===== config.mk =====
export PLATFORM = sky130hd
export DESIGN_NAME = tcgr_front
export DESIGN_NICKNAME = d
export VERILOG_FILES = /design/src/sv/tcgr_pkg.sv /design/src/sv/tcgr_front.sv
export SDC_FILE = /design/constraint.sdc
export NUM_CORES = 1
export LEC_CHECK = 0
export BUFFER_PORTS_ARGS = -buffer_cell sky130_fd_sc_hd__buf_2
export CORE_UTILIZATION = 55
export CTS_CLUSTER_DIAMETER = 200
export DETAILED_ROUTE_END_ITERATION = 10
export PLACE_DENSITY = 0.83
export REMOVE_ABC_BUFFERS = 1
export SYNTH_ARGS = -nofsm -noshare
export SYNTH_HDL_FRONTEND = slang
export SYNTH_SLANG_ARGS = --single-unit

===== constraint.sdc =====
create_clock -name clock -period 3.46 [get_ports clock]
set_input_delay 0.173 -clock clock [delete_from_list [all_inputs] [get_ports clock]]
set_output_delay 0.173 -clock clock [all_outputs]
set_load 0.01 [all_outputs]

===== src/sv/tcgr_pkg.sv =====
// Shared types and constants of the text console glyph renderer.
// No dependencies; the design, checker and testbench files import it.
`timescale 1ns / 1ps

package tcgr_pkg;

   localparam int DEFAULT_GLYPH_COUNT = 256;
   localparam int MAX_DIMENSION       = 4096;

   localparam int CURSOR_W    = 13;
   localparam int COORD_W     = 14;
   localparam int PIX_W       = 12;
   localparam int CODE_W      = 8;
   localparam int COLOR_W     = 24;
   localparam int CSR_INDEX_W = 2;

   localparam int TEXT_TOP = 72;
   localparam int CELL     = 8;

   localparam logic [CODE_W-1:0] NEWLINE_CODE = 8'h0a;

   localparam logic [CSR_INDEX_W-1:0] CSR_SCREEN_WIDTH  = 2'd0;
   localparam logic [CSR_INDEX_W-1:0] CSR_SCREEN_HEIGHT = 2'd1;
   localparam logic [CSR_INDEX_W-1:0] CSR_DRAW_COLOR    = 2'd2;

   localparam logic CMD_LOAD_ROW = 1'b0;
   localparam logic CMD_PUT_CHAR = 1'b1;

   localparam logic KIND_PIXEL  = 1'b0;
   localparam logic KIND_SCROLL = 1'b1;

   typedef enum logic [1:0] {
      OP_LOAD,
      OP_NEWLINE,
      OP_CHAR
   } op_type;

   typedef struct packed {
      logic              command;
      logic [CODE_W-1:0] char_code;
      logic [2:0]        glyph_row;
      logic [7:0]        row_bits;
      logic              inverted;
   } req_type;

   typedef struct packed {
      logic             kind;
      logic [PIX_W-1:0] pixel_x;
      logic [PIX_W-1:0] pixel_y;
      logic [7:0]       red;
      logic [7:0]       green;
      logic [7:0]       blue;
      logic             last;
   } rsp_type;

   typedef struct packed {
      op_type            op;
      logic [CODE_W-1:0] glyph;
      logic [2:0]        glyph_row;
      logic [7:0]        row_bits;
      logic              inverted;
   } work_type;

   typedef struct packed {
      logic     valid;
      work_type work;
   } work_head_type;

   typedef struct packed {
      logic [COORD_W-1:0] width;
      logic [COORD_W-1:0] height;
      logic [COLOR_W-1:0] color;
   } cfg_type;

endpackage


===== src/sv/tcgr_front.sv =====
// Front end: decodes each request into a work item and holds it in a short queue.
// Depends on tcgr_pkg.
`timescale 1ns / 1ps

module tcgr_front #(
   parameter int GLYPH_COUNT = tcgr_pkg::DEFAULT_GLYPH_COUNT
) (
   input  logic                   clock,
   input  logic                   reset,
   input  logic                   req_valid,
   output logic                   req_stall,
   input  tcgr_pkg::req_type      req_payload,
   output tcgr_pkg::work_head_type head,
   input  logic                   pop
);
   import tcgr_pkg::*;

   localparam int QUEUE_DEPTH = 2;
   localparam int PTR_W       = $clog2(QUEUE_DEPTH);
   localparam int COUNT_W     = $clog2(QUEUE_DEPTH + 1);
   localparam logic [CODE_W:0] GLYPH_LIMIT = (CODE_W + 1)'(GLYPH_COUNT);

   work_type           entries_ff [QUEUE_DEPTH];
   logic [PTR_W-1:0]   wptr_ff;
   logic [PTR_W-1:0]   rptr_ff;
   logic [COUNT_W-1:0] count_ff;
   logic [COUNT_W-1:0] count_in;
   logic               push;
   logic [CODE_W:0]    code_wide;
   logic [CODE_W:0]    code_wrapped;
   work_type           decoded;

   always_comb begin
      code_wide    = {1'b0, req_payload.char_code};
      code_wrapped = (code_wide >= GLYPH_LIMIT) ? code_wide - GLYPH_LIMIT : code_wide;

      decoded.glyph     = code_wrapped[CODE_W-1:0];
      decoded.glyph_row = req_payload.glyph_row;
      decoded.row_bits  = req_payload.row_bits;
      decoded.inverted  = req_payload.inverted;
      priority if (req_payload.command == CMD_LOAD_ROW) begin
         decoded.op = OP_LOAD;
      end else if (req_payload.char_code == NEWLINE_CODE) begin
         decoded.op = OP_NEWLINE;
      end else begin
         decoded.op = OP_CHAR;
      end
   end

   assign req_stall  = (count_ff == COUNT_W'(QUEUE_DEPTH));
   assign push       = req_valid && !req_stall;
   assign head.valid = (count_ff != '0);
   assign head.work  = entries_ff[rptr_ff];
   assign count_in   = count_ff + COUNT_W'(push) - COUNT_W'(pop);

   always_ff @(posedge clock) begin
      if (push) begin
         entries_ff[wptr_ff] <= decoded;
      end
   end

   always_ff @(posedge clock) begin
      if (reset) begin
         wptr_ff  <= '0;
         rptr_ff  <= '0;
         count_ff <= '0;
      end else begin
         if (push) begin
            wptr_ff <= (wptr_ff == PTR_W'(QUEUE_DEPTH - 1)) ? '0 : wptr_ff + 1'b1;
         end
         if (pop) begin
            rptr_ff <= (rptr_ff == PTR_W'(QUEUE_DEPTH - 1)) ? '0 : rptr_ff + 1'b1;
         end
         count_ff <= count_in;
      end
   end

endmodule


==> impl_metrics.toml, run 1 <==
[min_path]
hold_class = "in -> reg"

[detailed_routing]
num_vias = 1037
firstDrtPassIters = 4
drtAntennaViolNets = 0
wl_per_cell_um = 14.1
wl_mm = 2.95
detailedRoute.firstIterationViolations = 51
drt_drc_violations_left = 0
viasPerCell = 4.94

[place]
globalplace.congestion = 0.630
placed_cell_area_sq_mm = 0.00212
place_worst_setup_slack_ns = 1.56
io_buffers = 48
place_hpwl_mm = 1.88

[synth]
synthCells = 98
postSynthRegisterBits = 49
mappedNetlistArea_sq_mm = 0.00184
yosys_warnings = 0
syn_area_per_cell_sq_um = 18.8
share_of_the_yosys_chip_area_belonging_to_registers = 0.773
ys_types = 24

[cts]
postCtsResizedCells = 0
worst_setup_hold_path_clk_slew_ns = 0.13
clock_tree_from_tritoncts = "done"
ctsHtreeMaxLevel = 2
clock-root-buffer = "sky130_fd_sc_hd__clkbuf_4"
clkLatencyLatePin_ns = 0.35
numCtsBuffers = 5
ctsLongestPathBuffers = 2
clock-sinks = 49

[finish]
layout.cells.most_common_list = "sky130_fd_sc_hd__buf_2 (48), sky130_fd_sc_hd__edfxtp_1 (44), sky130_fd_sc_hd__mux2_2 (22)"
final_common_cell = "sky130_fd_sc_hd__buf_2"
fin_nets = 192
syn_to_final_growth_pct = 27.2
diodes = 0
drive_above_1_share = 0.482
layout.filler_cells = 204
post_layout_instance_area_sq_mm = 0.00234

[grt]
maximum_number_of_pins_on_one_net_before_global_route_repair = 23
first_global_vias = 1016
grt_use_total = 0.174
antenna_found_initial = 0
gr-total-overflow = 0
grt_first_pass_wirelength_mm = 4.27

[sta]
finalWorstPathRequiredPeriod_ns = 2.05
max_freq_ghz = 0.487
timing.final.setup_violations = 0
worst-slew-pin-transition_ns = 0.936
final_hold_viol_count = 0
clock-skew-final_ns = 0.00786
maxSlewViolCount = 0
timing.slew.headroom = 0.375
grt_setup_unrepaired = "false"
layout_setup_ws_ns = 1.41
post-route-period-util = 0.593
setup_tns_ns = 0

[flow_run]
cap_violations = 0

[setup_path]
critPathRequiredTime_ns = 3.29
worst_setup_path_start_kind = "register"
timing.critical_path.fanout_max = 22
timing_worst_setup_path_type = "reg -> out"
setup.worst_path.end_class = "primary output"
critical_path_arrival_ns = 1.88

[floorplanning]
design.die.area_sq_mm = 0.00358
die_height_um = 59.8
chipWidth_um = 59.8
floorplan.io_pins = 49
std_cell_rows = 20
start_util = 0.592
coreArea_sq_mm = 0.00310

[run_status]
run_status = "complete, no violations"

[power_and_ir_drop]
power_leakage_nw = 0.917
peakVddDrop_mv = 0.434
power_density_mw_per_mm2 = 537
## final cells by class
type	instances	area, sq um	share of cell area
multi-input cells	43	392	0.167
flip-flops and latches	49	1420	0.608
well taps	44	55.1	0.0235
repair buffers	62	380	0.163
clock buffers	6	41.3	0.0177
inverters	4	15.0	0.00642
clock inverters	2	33.8	0.0144
## metrics by stage
| step | total power, mW | cells | util | hold slack [ns] |
|---|---|---|---|---|
| after CTS | 1.26 | 206 | 0.741 | 0.00280 |
| final | 1.26 | 210 | 0.754 | 0.0135 |
| after global routing | 1.31 | 210 | 0.754 | -0.00149 |
| after detailed placement | 0.947 | 188 | 0.684 | 0.367 |
| after global placement | 0.934 | 188 | 0.684 | 0.363 |
| after floorplan | 0.862 | 96 | - | 0.242 |
## per-layer routing
layer	up-vias	track usage	part of all wire
met2	30	0.322	0.54
met1	494	0.173	0.40
met5	-	0	0
met3	5	0.0563	0.049
li1	508	-	-
met4	0	0.0797	0.016
## power by group
part           internal (mW)  switching [mW]  leakage [nW]
combinational          0.103           0.102         0.424
sequential             0.712          0.0253         0.453
clock                  0.151           0.164        0.0399
## worst max-delay path, cell delays in order (launching register included)
cell,delay (ns)
sky130_fd_sc_hd__dfxtp_1,0.96
sky130_fd_sc_hd__mux2_2,0.43
sky130_fd_sc_hd__buf_2,0.14
## state kept, by name (all words and copies together) (netlist names), named ones only
name and cells:
count_ff 2, rptr_ff 1, wptr_ff 1, entries_ff 44
## what timing repair did
item	4_1_cts	5_1_grt
hold endpoints to repair	20	8
buffers inserted	0	0
hold buffers	10	4
## cell usage after synthesis
master / number / area (sq um)
sky130_fd_sc_hd__dfxtp_1: 5 / 100
sky130_fd_sc_hd__inv_1: 3 / 11.3
sky130_fd_sc_hd__and2_1: 1 / 6.26
sky130_fd_sc_hd__ha_1: 2 / 25.0
sky130_fd_sc_hd__o21ai_0: 1 / 5.00
sky130_fd_sc_hd__xnor2_1: 1 / 8.76
sky130_fd_sc_hd__nand2b_2: 1 / 8.76
sky130_fd_sc_hd__nor4bb_1: 1 / 10.0
sky130_fd_sc_hd__nor4_1: 1 / 6.26
sky130_fd_sc_hd__xor2_1: 1 / 8.76
sky130_fd_sc_hd__nor3_1: 1 / 5.00
sky130_fd_sc_hd__and3_2: 1 / 7.51
sky130_fd_sc_hd__nor2b_1: 1 / 6.26
sky130_fd_sc_hd__mux2_2: 22 / 248
sky130_fd_sc_hd__or2_2: 1 / 6.26
sky130_fd_sc_hd__a21boi_0: 1 / 7.51
sky130_fd_sc_hd__nand2_1: 1 / 3.75
sky130_fd_sc_hd__inv_2: 1 / 3.75
sky130_fd_sc_hd__edfxtp_1: 44 / 1320
sky130_fd_sc_hd__a21oi_1: 1 / 5.00
sky130_fd_sc_hd__buf_2: 2 / 10.0
sky130_fd_sc_hd__and3_1: 1 / 6.26
sky130_fd_sc_hd__nor2_1: 3 / 11.3
sky130_fd_sc_hd__or3_1: 1 / 6.26
## cells by family after synthesis
group	Yosys count	share of synthesized area
flops	49	0.773
mux	22	0.135
simple gates	14	0.0456
buf+inv	6	0.0136
compound gates	3	0.00953
xor+xnor	2	0.00953
fa+ha+maj	2	0.0136
## path summary, 6_finish.rpt
check	from	end	slack, ns	depth (start not counted)
setup reg to reg	count_ff[0]$_SDFF_PP0_	entries_ff[0][12]$_DFFE_PP_	1.57	4
hold / removal	req_payload[3]	entries_ff[0][3]$_DFFE_PP_	0.01	1
setup / recovery	register	head[20]	1.41	2
hold reg to reg	wptr_ff$_SDFFE_PP0P_	wptr_ff$_SDFFE_PP0P_	0.53	2
(Power assumes the default switching activity.)
==> inputs of run 2 (changes only) <==
Settings changed: ABC_AREA from default to 1, CORE_UTILIZATION 55 to 46, PLACE_DENSITY 0.83 to 0.74.
Clock period 3.46 ns to 1.69 ns, I/O delays scaled along.
==> impl_metrics.toml, run 2 <==
[min_path]
hold_class = "in -> reg"

[place]
place_worst_setup_slack_ns = 0.0983
io_buffers = 48
globalplace.congestion = 0.668
place_hpwl_mm = 2.03

[finish]
largest_registers = "entries_ff x44, count_ff x2"
syn_to_final_growth_pct = 33.8
largest_register = "entries_ff"
layout.filler_cells = 282
regArea_sq_mm = 0.00142
drive_above_1_share = 0.439
diodes = 0
multi_input_gate_area_sq_um = 392
largest_register_ffs = 44
layout.cells.most_common_list = "sky130_fd_sc_hd__buf_2 (48), sky130_fd_sc_hd__edfxtp_1 (44), sky130_fd_sc_hd__mux2_2 (22)"
final_common_cell = "sky130_fd_sc_hd__buf_2"
fin_nets = 215

[synth]
ys_dominant_reg_cell = "sky130_fd_sc_hd__edfxtp_1"
yosysMostFrequentCell = "sky130_fd_sc_hd__edfxtp_1"
synth.top_cells.by_area = "sky130_fd_sc_hd__edfxtp_1 (71%), sky130_fd_sc_hd__mux2_2 (13%), sky130_fd_sc_hd__dfxtp_1 (5.4%)"
synthCells = 111
asyncSetResetFlopFracSynth = 0
synth_largest_area_cell = "sky130_fd_sc_hd__edfxtp_1"
synth_edf_count = 44
synth_commonest_cells = "sky130_fd_sc_hd__edfxtp_1 (44), sky130_fd_sc_hd__mux2_2 (22), sky130_fd_sc_hd__nor2_1 (11)"
share_of_the_yosys_chip_area_belonging_to_registers = 0.762
syn_area_per_cell_sq_um = 16.8
postSynthRegisterBits = 49
ys_types = 12
yosysTopAreaCellShare = 0.709
mappedNetlistArea_sq_mm = 0.00186
yosys_warnings = 0

[sta]
clock-skew-final_ns = 0.00211
grt_setup_unrepaired = "false"
post-route-period-util = 0.914
layout_setup_ws_ns = 0.145
maxSlewViolCount = 0
final_hold_viol_count = 0
timing.final.setup_violations = 0
max_freq_ghz = 0.647
worst-slew-pin-transition_ns = 0.296
timing.slew.headroom = 0.803
finalWorstPathRequiredPeriod_ns = 1.55

[setup_path]
critical-path-slowest-cell = "sky130_fd_sc_hd__dfxtp_1"
worst_setup_path_start_kind = "register"
timing.critical_path.fanout_max = 4
critical-path-top-cell-by-count = "sky130_fd_sc_hd__inv_1"
critical_path_arrival_ns = 1.74
r2r_startpoint = "count_ff[0]$_SDFF_PP0_"
reg2reg_depth = 10
cp_cell_sequence = "inv_1 > nand2_2 > nand2_1 > ha_1 > inv_1 > ha_1 > inv_1 > nand2_1 > a21oi_2 > nor2_1"
regToRegSetupSlack_ns = 0.14
timing_worst_setup_path_type = "reg -> reg"
critPathCapture = "count_ff[1]$_SDFF_PP0_"
critPathRequiredTime_ns = 1.88
worstReg2RegEnd = "count_ff[1]$_SDFF_PP0_"
setup.worst_path.start = "count_ff[0]$_SDFF_PP0_"
setup.worst_path.end_class = "register"
critPathMaxStageDelay_ns = 0.35

[power_and_ir_drop]
power.switching_mw = 0.615
power_frac_clock = 0.291
power.share.combinational = 0.165
peakVddDrop_mv = 0.609
power_density_mw_per_mm2 = 1090
power_leakage_nw = 0.998
fin_total_pwr_mw = 2.71
sw_frac = 0.227
seq_power_share = 0.544
power_report.internal_total_mw = 2.09

[cts]
clock-root-buffer = "sky130_fd_sc_hd__clkbuf_8"
clock-sinks = 49
worst_setup_hold_path_clk_slew_ns = 0.08
ctsLongestPathBuffers = 2
setup_bufs_post_cts = 0
numCtsBuffers = 5
clkLatencyLatePin_ns = 0.29
ctsHtreeMaxLevel = 2
clock_tree_from_tritoncts = "done"

[grt]
first_global_vias = 1216
gr-total-overflow = 0
grt_first_pass_wirelength_mm = 4.98
grt_use_total = 0.161
antenna_found_initial = 0
maximum_number_of_pins_on_one_net_before_global_route_repair = 23

[run_status]
run_status = "complete, no violations"

[floorplanning]
die_height_um = 65.7
floorplan.io_pins = 49
chipWidth_um = 65.7
start_util = 0.494
std_cell_rows = 22
design.die.area_sq_mm = 0.00431
coreArea_sq_mm = 0.00377

[detailed_routing]
wl_mm = 3.09
num_vias = 1101
viasPerCell = 4.65
firstDrtPassIters = 4
wl_per_cell_um = 13.1
drtAntennaViolNets = 0
detailedRoute.firstIterationViolations = 35
drt_drc_violations_left = 0

[flow_run]
cap_violations = 0
run 2: changes by cell type after synthesis, sizes merged, moves of 2 or more:
| cell | delta |
|---|---|
| nor2 | +8 |
| inv | +6 |
| nand2 | +7 |
| and3 | -2 |
| nand3 | +3 |
run 2: final cells by class:
cell class,count,share of cell area
flip-flops and latches,49,0.570
repair buffers,72,0.190
multi-input cells,50,0.157
clock buffers,5,0.0276
well taps,48,0.0241
clock inverters,3,0.0166
inverters,10,0.0151
run 2: worst min path at each step:
stage,from,to,slack [ns],cells after the start
floorplan,reset,count_ff[0]$_SDFF_PP0_,0.16,1
global placement,req_payload[8],entries_ff[1][8]$_DFFE_PP_,0.27,1
detailed placement,req_payload[5],entries_ff[1][5]$_DFFE_PP_,0.28,1
CTS,req_payload[12],entries_ff[0][12]$_DFFE_PP_,0.004,1
global route,pop,rptr_ff$_SDFFE_PP0P_,0.09,3
finish,req_valid,wptr_ff$_SDFFE_PP0P_,0.07,3
run 2: critical path, delay by kind of cell, from the launching register on:
kind	cells	cell delay [ns]
AO/OA/AOI/OAI	1	0.16
buffers and inverters	3	0.17
adder cells (fa/ha/maj)	2	0.46
flip-flops	1	0.35
AND/OR/NAND/NOR	4	0.32
run 2: power groups by stage:
stage                     registers, mW  logic [mW]  clock network (mW)
after CTS                          1.47       0.447               0.807
after global placement             1.49       0.392                   0
after global routing               1.48       0.495               0.859
after detailed placement           1.50       0.408                   0
after floorplan                    1.51       0.227                   0
final                              1.47       0.446               0.787
run 2: logic make-up after synthesis:
group / after synthesis / synth area share
fa+ha+maj: 2 / 0.0134
flops: 49 / 0.762
simple gates: 23 / 0.0490
compound gates: 2 / 0.00537
buf+inv: 12 / 0.0322
xor+xnor: 1 / 0.00470
mux: 22 / 0.133
run 2: metrics by stage:
stage	setup TNS, ns	util	instances	cell area (sq um)	hold WS (ns)
2_1_floorplan	-4.11	-	109	1840	0.156
3_3_place_gp	0	0.575	208	2170	0.272
3_5_place_dp	0	0.575	208	2170	0.276
4_1_cts	0	0.657	236	2480	0.00377
5_1_grt	0	0.661	237	2490	0.0885
6_report	0	0.661	237	2490	0.0731
run 2: per-layer routing:
layer  share of wire  vias to the layer above  track usage
met5               0                        -            0
met1            0.41                      513        0.166
li1                -                      553            -
met3           0.039                        2       0.0347
met4          0.0068                        0       0.0815
met2            0.54                       33        0.298
run 2: what timing repair did:
item | in CTS | in global routing
endpoints found under the setup margin | 0 | 1
hold buffers | 20 | 1
hold endpoints to repair | 41 | 2
gates resized for setup | 0 | 2
